===== src/design/lppd_pkg.sv =====
// Package for the length-prefixed packet deframer.
// Byte classes, queue entry and result types; no dependencies.
package lppd_pkg;

  localparam int IDX_W = 4;

  localparam logic [IDX_W-1:0] IDX_TYPE_FIRST = 4'd0;
  localparam logic [IDX_W-1:0] IDX_TYPE_LAST  = 4'd1;
  localparam logic [IDX_W-1:0] IDX_MSG_FIRST  = 4'd2;
  localparam logic [IDX_W-1:0] IDX_MSG_LAST   = 4'd5;
  localparam logic [IDX_W-1:0] IDX_SESS_FIRST = 4'd6;
  localparam logic [IDX_W-1:0] IDX_SESS_LAST  = 4'd9;
  localparam logic [IDX_W-1:0] IDX_LEN_HI     = 4'd10;
  localparam logic [IDX_W-1:0] IDX_HDR_LAST   = 4'd11;

  typedef enum logic [2:0] {
    CLS_TYPE,
    CLS_MSG,
    CLS_SESS,
    CLS_LEN,
    CLS_HDR_END,
    CLS_BODY
  } byte_class_t;

  typedef enum logic {
    KIND_HEADER = 1'b0,
    KIND_BODY   = 1'b1
  } item_kind_t;

  typedef struct packed {
    byte_class_t cls;
    logic        last;
    logic [7:0]  data;
  } entry_t;

  typedef struct packed {
    item_kind_t  kind;
    logic [15:0] packet_type;
    logic [31:0] message_ident;
    logic [31:0] session_ident;
    logic [15:0] body_length;
    logic [7:0]  body_byte;
    logic        last;
  } result_t;

endpackage


===== src/design/lppd_fifo.sv =====
// Two-entry first-word-fall-through queue built from two registers.
// Generic width; no package dependency.
module lppd_fifo #(
  parameter int WIDTH = 8
) (
  input  logic             clk,
  input  logic             rst,
  input  logic             push,
  input  logic [WIDTH-1:0] din,
  output logic             full,
  input  logic             pop,
  output logic [WIDTH-1:0] dout,
  output logic             empty
);

  logic [WIDTH-1:0] head;
  logic [WIDTH-1:0] spare;
  logic [1:0]       count;
  logic             do_push;
  logic             do_pop;

  assign empty   = (count == 2'd0);
  assign full    = (count == 2'd2);
  assign dout    = head;
  assign do_push = push && !full;
  assign do_pop  = pop && !empty;

  always_ff @(posedge clk) begin
    if (rst) begin
      count <= 2'd0;
    end else begin
      case ({do_push, do_pop})
        2'b10: count <= count + 2'd1;
        2'b01: count <= count - 2'd1;
        default: count <= count;
      endcase
    end
  end

  always_ff @(posedge clk) begin
    case ({do_push, do_pop})
      2'b10: begin
        if (empty) begin
          head <= din;
        end else begin
          spare <= din;
        end
      end
      2'b01: head <= spare;
      2'b11: head <= din;
      default: head <= head;
    endcase
  end

endmodule


===== src/design/lppd_front.sv =====
// Front end: tracks header position and body count, tags each byte.
// Depends on lppd_pkg.
module lppd_front (
  input  logic            clk,
  input  logic            rst,
  input  logic            accept,
  input  logic [7:0]      data_byte,
  output lppd_pkg::entry_t entry
);

  logic                        in_body;
  logic                        in_body_next;
  logic [lppd_pkg::IDX_W-1:0]  header_index;
  logic [lppd_pkg::IDX_W-1:0]  header_index_next;
  logic [7:0]                  length_hi;
  logic [15:0]                 remaining;
  logic [15:0]                 remaining_next;
  logic [15:0]                 length_word;

  assign length_word = {length_hi, data_byte};

  always_comb begin
    in_body_next      = in_body;
    header_index_next = header_index;
    remaining_next    = remaining;
    entry.data        = data_byte;
    entry.last        = 1'b0;
    entry.cls         = lppd_pkg::CLS_BODY;
    if (in_body) begin
      remaining_next = remaining - 16'd1;
      entry.last     = (remaining == 16'd1);
      if (remaining == 16'd1) begin
        in_body_next = 1'b0;
      end
    end else begin
      header_index_next = header_index + 4'd1;
      case (header_index) inside
        [lppd_pkg::IDX_TYPE_FIRST:lppd_pkg::IDX_TYPE_LAST]: entry.cls = lppd_pkg::CLS_TYPE;
        [lppd_pkg::IDX_MSG_FIRST:lppd_pkg::IDX_MSG_LAST]:   entry.cls = lppd_pkg::CLS_MSG;
        [lppd_pkg::IDX_SESS_FIRST:lppd_pkg::IDX_SESS_LAST]: entry.cls = lppd_pkg::CLS_SESS;
        lppd_pkg::IDX_LEN_HI:                               entry.cls = lppd_pkg::CLS_LEN;
        default: begin
          // final header byte, also taken for any stray index
          entry.cls         = lppd_pkg::CLS_HDR_END;
          entry.last        = (length_word == 16'd0);
          header_index_next = lppd_pkg::IDX_TYPE_FIRST;
          remaining_next    = length_word;
          in_body_next      = (length_word != 16'd0);
        end
      endcase
    end
  end

  always_ff @(posedge clk) begin
    if (rst) begin
      in_body      <= 1'b0;
      header_index <= lppd_pkg::IDX_TYPE_FIRST;
      remaining    <= 16'd0;
    end else if (accept) begin
      in_body      <= in_body_next;
      header_index <= header_index_next;
      remaining    <= remaining_next;
    end
  end

  always_ff @(posedge clk) begin
    if (accept && !in_body && header_index == lppd_pkg::IDX_LEN_HI) begin
      length_hi <= data_byte;
    end
  end

`ifndef ASSERT_OFF
  a_index_range: assert property (@(posedge clk) disable iff (rst)
    header_index <= lppd_pkg::IDX_HDR_LAST)
    else $error("header index out of range");

  a_body_index_idle: assert property (@(posedge clk) disable iff (rst)
    in_body |-> header_index == lppd_pkg::IDX_TYPE_FIRST)
    else $error("header index moved during body");

  a_body_count_live: assert property (@(posedge clk) disable iff (rst)
    in_body |-> remaining != 16'd0)
    else $error("body phase with zero count");

  a_body_ends: assert property (@(posedge clk) disable iff (rst)
    (accept && in_body && remaining == 16'd1) |=> !in_body)
    else $error("body phase did not end on last byte");
`endif

endmodule


===== src/design/lppd_back.sv =====
// Back end: assembles header fields and builds result transactions.
// Depends on lppd_pkg.
module lppd_back (
  input  logic              clk,
  input  lppd_pkg::entry_t  entry,
  input  logic              entry_empty,
  output logic              entry_pop,
  input  logic              out_full,
  output logic              out_push,
  output lppd_pkg::result_t result
);

  logic [15:0] type_shift;
  logic [31:0] message_shift;
  logic [31:0] session_shift;
  logic [15:0] length_shift;
  logic [15:0] length_next;
  logic        makes_result;

  assign length_next  = {length_shift[7:0], entry.data};
  assign makes_result = (entry.cls == lppd_pkg::CLS_HDR_END) ||
                        (entry.cls == lppd_pkg::CLS_BODY);
  assign entry_pop    = !entry_empty && (!makes_result || !out_full);
  assign out_push     = !entry_empty && makes_result && !out_full;

  always_comb begin
    result.packet_type   = type_shift;
    result.message_ident = message_shift;
    result.session_ident = session_shift;
    result.last          = entry.last;
    if (entry.cls == lppd_pkg::CLS_BODY) begin
      result.kind        = lppd_pkg::KIND_BODY;
      result.body_length = length_shift;
      result.body_byte   = entry.data;
    end else begin
      result.kind        = lppd_pkg::KIND_HEADER;
      result.body_length = length_next;
      result.body_byte   = 8'd0;
    end
  end

  always_ff @(posedge clk) begin
    if (entry_pop) begin
      case (entry.cls)
        lppd_pkg::CLS_TYPE: type_shift    <= {type_shift[7:0], entry.data};
        lppd_pkg::CLS_MSG:  message_shift <= {message_shift[23:0], entry.data};
        lppd_pkg::CLS_SESS: session_shift <= {session_shift[23:0], entry.data};
        lppd_pkg::CLS_LEN, lppd_pkg::CLS_HDR_END: length_shift <= length_next;
        default: length_shift <= length_shift;
      endcase
    end
  end

endmodule


===== src/design/length_prefixed_packet_deframer.sv =====
// Length-prefixed packet deframer, top level. Depends on lppd_pkg and submodules.
// Throughput: one byte per cycle, sustained, while results are popped every cycle.
// Path: each accepted byte is tagged and written to the tag queue; the back end then moves
// its result, if any, into the result queue, which drives the result ports and is popped there.
// Reset: synchronous, active high; clears header position, body phase and both queues.
module length_prefixed_packet_deframer (
  input  logic        clk,
  input  logic        rst,
  input  logic        push,
  input  logic [7:0]  data_byte,
  output logic        full,
  input  logic        pop,
  output logic        empty,
  output logic        item_kind,
  output logic [15:0] packet_type,
  output logic [31:0] message_ident,
  output logic [31:0] session_ident,
  output logic [15:0] body_length,
  output logic [7:0]  body_byte,
  output logic        packet_last
);

  localparam int ENTRY_W  = $bits(lppd_pkg::entry_t);
  localparam int RESULT_W = $bits(lppd_pkg::result_t);

  lppd_pkg::entry_t  front_entry;
  lppd_pkg::entry_t  back_entry;
  lppd_pkg::result_t back_result;
  lppd_pkg::result_t head_result;
  logic              accept;
  logic              mid_empty;
  logic              mid_pop;
  logic              out_full;
  logic              out_push;
  logic [ENTRY_W-1:0]  mid_dout;
  logic [RESULT_W-1:0] out_dout;

  assign accept = push && !full;

  lppd_front u_front (
    .clk       (clk),
    .rst       (rst),
    .accept    (accept),
    .data_byte (data_byte),
    .entry     (front_entry)
  );

  lppd_fifo #(.WIDTH(ENTRY_W)) u_mid_fifo (
    .clk   (clk),
    .rst   (rst),
    .push  (accept),
    .din   (front_entry),
    .full  (full),
    .pop   (mid_pop),
    .dout  (mid_dout),
    .empty (mid_empty)
  );

  assign back_entry = lppd_pkg::entry_t'(mid_dout);

  lppd_back u_back (
    .clk         (clk),
    .entry       (back_entry),
    .entry_empty (mid_empty),
    .entry_pop   (mid_pop),
    .out_full    (out_full),
    .out_push    (out_push),
    .result      (back_result)
  );

  lppd_fifo #(.WIDTH(RESULT_W)) u_out_fifo (
    .clk   (clk),
    .rst   (rst),
    .push  (out_push),
    .din   (back_result),
    .full  (out_full),
    .pop   (pop),
    .dout  (out_dout),
    .empty (empty)
  );

  assign head_result   = lppd_pkg::result_t'(out_dout);
  assign item_kind     = head_result.kind;
  assign packet_type   = head_result.packet_type;
  assign message_ident = head_result.message_ident;
  assign session_ident = head_result.session_ident;
  assign body_length   = head_result.body_length;
  assign body_byte     = head_result.body_byte;
  assign packet_last   = head_result.last;

endmodule


===== config.mk =====
export PLATFORM = sky130hd
export DESIGN_NAME = length_prefixed_packet_deframer
export DESIGN_NICKNAME = d
export VERILOG_FILES = /design/src/design/lppd_pkg.sv /design/src/design/lppd_fifo.sv /design/src/design/lppd_front.sv /design/src/design/lppd_back.sv /design/src/design/length_prefixed_packet_deframer.sv
export SDC_FILE = /design/constraint.sdc
export NUM_CORES = 1
export LEC_CHECK = 0
export BUFFER_PORTS_ARGS = -buffer_cell sky130_fd_sc_hd__buf_2
export CAP_MARGIN = 10
export CORE_MARGIN = 3
export CORE_UTILIZATION = 40
export CTS_BUF_LIST = sky130_fd_sc_hd__clkbuf_2
export CTS_CLUSTER_SIZE = 25
export DETAILED_ROUTE_END_ITERATION = 12
export GPL_TIMING_DRIVEN = 0
export PLACE_DENSITY = 0.6
export SLEW_MARGIN = 40
export SYNTH_ARGS = -nofsm -noshare
export SYNTH_HDL_FRONTEND = slang
export SYNTH_SLANG_ARGS = --single-unit

===== constraint.sdc =====
create_clock -name clk -period 9.05 [get_ports clk]
set_input_delay 0.4525 -clock clk [delete_from_list [all_inputs] [get_ports clk]]
set_output_delay 0.4525 -clock clk [all_outputs]
set_load 0.02 [all_outputs]

==> metrics.yaml <==
place:
  io_buffers: 118
  placed_cells: 1387
  dp_hpwl_um: 18400
  gp_congestion: 0.877
  place_area_um2: 15300
  place_ws_ns: 5.43
cells_and_area:
  final_cell_mix: "edfxtp_1, buf_2, clkbuf_2"
  nFillCells: 2988
  finish.net_count: 1066
  final_common_cell: "edfxtp_1"
  register_area_um2: 10700
  multiInputGateArea_um2: 2910
  syn_to_final_growth_pct: 18.1
  final_area_um2: 16200
  drive_gt1_share_pct: 39.8
  fin_cells: 1554
critical_path:
  criticalPathCategory: "flop to flop"
  critPathBufInv: 4
  required_ns: 9.64
  path_delay_family: "buffers and inverters"
  path_max_fanout: 10
  critPathSlowestCell: "clkbuf_1"
  worst_path_most_repeated_cell: "clkbuf_1"
  startpoint_type: "flop"
  cp-end-kind: "flop"
  arrival_ns: 4.17
  path_cells: "nor2b_1 > clkbuf_1 > o21ai_0 > or2_2 > ha_1 > clkbuf_1 > clkbuf_1 > buf_2 > mux2_2"
  critPathMaxStageDelay_ns: 0.53
routing:
  vias: 7574
  ant_nets: 0
  firstDrtPassIters: 5
  wirelength_um: 27200
  vias_per_cell: 4.87
  drcViolationCount: 0
  wl_per_cell_um: 17.5
  drt-initial-drc-count: 516
sta:
  finalSetupViolCount: 0
  hold_viol: 0
  fin_crit_ns: 3.58
  rsz0062_at_grt: "false"
  max_freq_mhz: 279
  tightest_slew_ns: 0.778
  slew_headroom_pct: 48.0
  period_share_pct: 39.6
  hold_ws_ns: 0.186
  skew_ns: 0.0950
  tns_ns: 0
  finalMaxSlewViolations: 0
  setup_ws_ns: 5.47
grt:
  grt_max_degree: 19
  overflow: 0
  antenna_found_initial: 1
  grt_pass1_wl_um: 42300
  grt_pass1_vias: 7684
  grtUsageTotal_pct: 15.0
floorplanning:
  start_util_pct: 40.8
  die_area_um2: 36600
  die_h_um: 191
  ios: 120
  row_count: 67
  die_width_um: 191
  core_area_um2: 33700
yosys:
  synth_edf_count: 340
  synth-warning-count: 0
  synth_fp_nets: 808
  ys.flop_type: "edfxtp_1"
  async_flop_share_pct: 0
  synth.distinct_cells: 57
  synthCells: 786
  ys_ff_latch: 365
  seq_area_frac_synth_pct: 77.9
  syn_area_um2: 13800
  synth_area_per_cell_um2: 17.5
clocking:
  cts_sinks: 365
  cts-resized-gates: 0
  cts.path.max_buffers: 3
  cts-htree-levels: 3
  cts_made_buffers: 93
  cts_tree: "built"
  cts-root-buf: "clkbuf_2"
  clk_pin_slew_ns: 0.09
  insertion_delay_ns: 0.95
outcome:
  status: "complete, no violations"
hold_path:
  min_path_type: "primary input to flop"
pwr:
  vdd_ir_drop_max_mv: 0.121
  leakagePower_nw: 5.84
  powerDensity_nw_per_um2: 317
flow_run:
  cap_violations: 0
## state kept, by name (all words and copies together) (netlist names), 2 cells and up
name / count
u_front.header_index: 4
u_mid_fifo.count: 2
u_out_fifo.spare: 106
u_back.message_shift: 32
u_front.remaining: 16
u_out_fifo.dout: 106
u_mid_fifo.spare: 12
u_front.length_hi: 8
u_back.type_shift: 16
u_mid_fifo.dout: 12
u_back.session_shift: 32
u_out_fifo.count: 2
u_back.length_shift: 16
## power breakdown
part / internal (mW) / switching [mW] / total, mW
Combinational: 0.544 / 0.930 / 1.47
Clock: 0.435 / 0.648 / 1.08
Sequential: 2.39 / 0.203 / 2.59
## worst paths after layout
kind                    startpoint                    end  slack, ns  cells after the start
max            u_mid_fifo.dout[11]    u_out_fifo.dout[92]       5.47                      9
min                            pop    u_out_fifo.dout[74]       0.19                      3
max reg2reg    u_mid_fifo.dout[11]    u_out_fifo.dout[92]       5.47                      9
min reg2reg  u_back.type_shift[11]  u_out_fifo.spare[100]       0.42                      0
## logic make-up after synthesis
| group | after synthesis | share of synthesized area, % |
|---|---|---|
| flops | 365 | 77.9 |
| simple gates | 166 | 6.14 |
| mux | 118 | 9.63 |
| compound gates | 77 | 3.73 |
| buf+inv | 45 | 1.39 |
| fa+ha+maj | 10 | 0.910 |
| xor+xnor | 5 | 0.318 |
## worst register-to-register path: stages, from the launching register on
cell      delay (ns)
edfxtp_1        0.48
nor2b_1         0.19
clkbuf_1        0.22
o21ai_0         0.24
or2_2           0.21
ha_1            0.13
clkbuf_1        0.53
clkbuf_1        0.47
buf_2           0.42
mux2_2          0.41
## synthesized netlist by cell type (5+ instances only)
cell / number / area [um2]
edfxtp_1: 340 / 10200
mux2_2: 115 / 1290
nand2_1: 69 / 259
dfxtp_1: 25 / 500
nor2_1: 24 / 90.1
a21oi_1: 22 / 110
clkbuf_1: 20 / 75.1
o21ai_0: 17 / 85.1
nand3_1: 16 / 80.1
inv_1: 12 / 45.0
ha_1: 10 / 125
and3_1: 9 / 56.3
nor4_1: 9 / 56.3
o211ai_1: 8 / 60.1
buf_2: 6 / 30.0
nor3_1: 6 / 30.0
nor2b_1: 5 / 31.3
o221ai_1: 5 / 43.8
o31ai_1: 5 / 37.5
## cell type report
type	instances	area share, %
Tap cell	448	3.45
Buffer	32	0.878
Multi-Input combinational cell	376	17.9
Antenna cell	1	0.0154
Timing Repair Buffer	163	6.46
Sequential cell	365	65.9
Clock buffer	135	4.16
Clock inverter	21	0.893
Inverter	13	0.300
## per-layer routing
layer	wire, um	up-vias	GRT usage [%]
met1	12200	3694	19.9
met5	0	-	0
met2	13000	219	23.8
met4	456	0	5.87
met3	1520	46	3.85
li1	-	3615	-
## metrics by stage
| step | utilization, % | total power [mW] |
|---|---|---|
| after global placement | 44.2 | 4.09 |
| after detailed placement | 45.5 | 4.12 |
| after floorplan | - | 3.57 |
| after CTS | 48.2 | 5.23 |
| final | 48.2 | 5.15 |
| after global routing | 48.2 | 5.47 |
## repair_timing
action | 4_1_cts | 5_1_grt
setup buffers | 0 | 0
endpoints found under the hold margin | 35 | 0
hold buffers | 10 | 0
No activity file was read; power rests on OpenSTA's default activity.
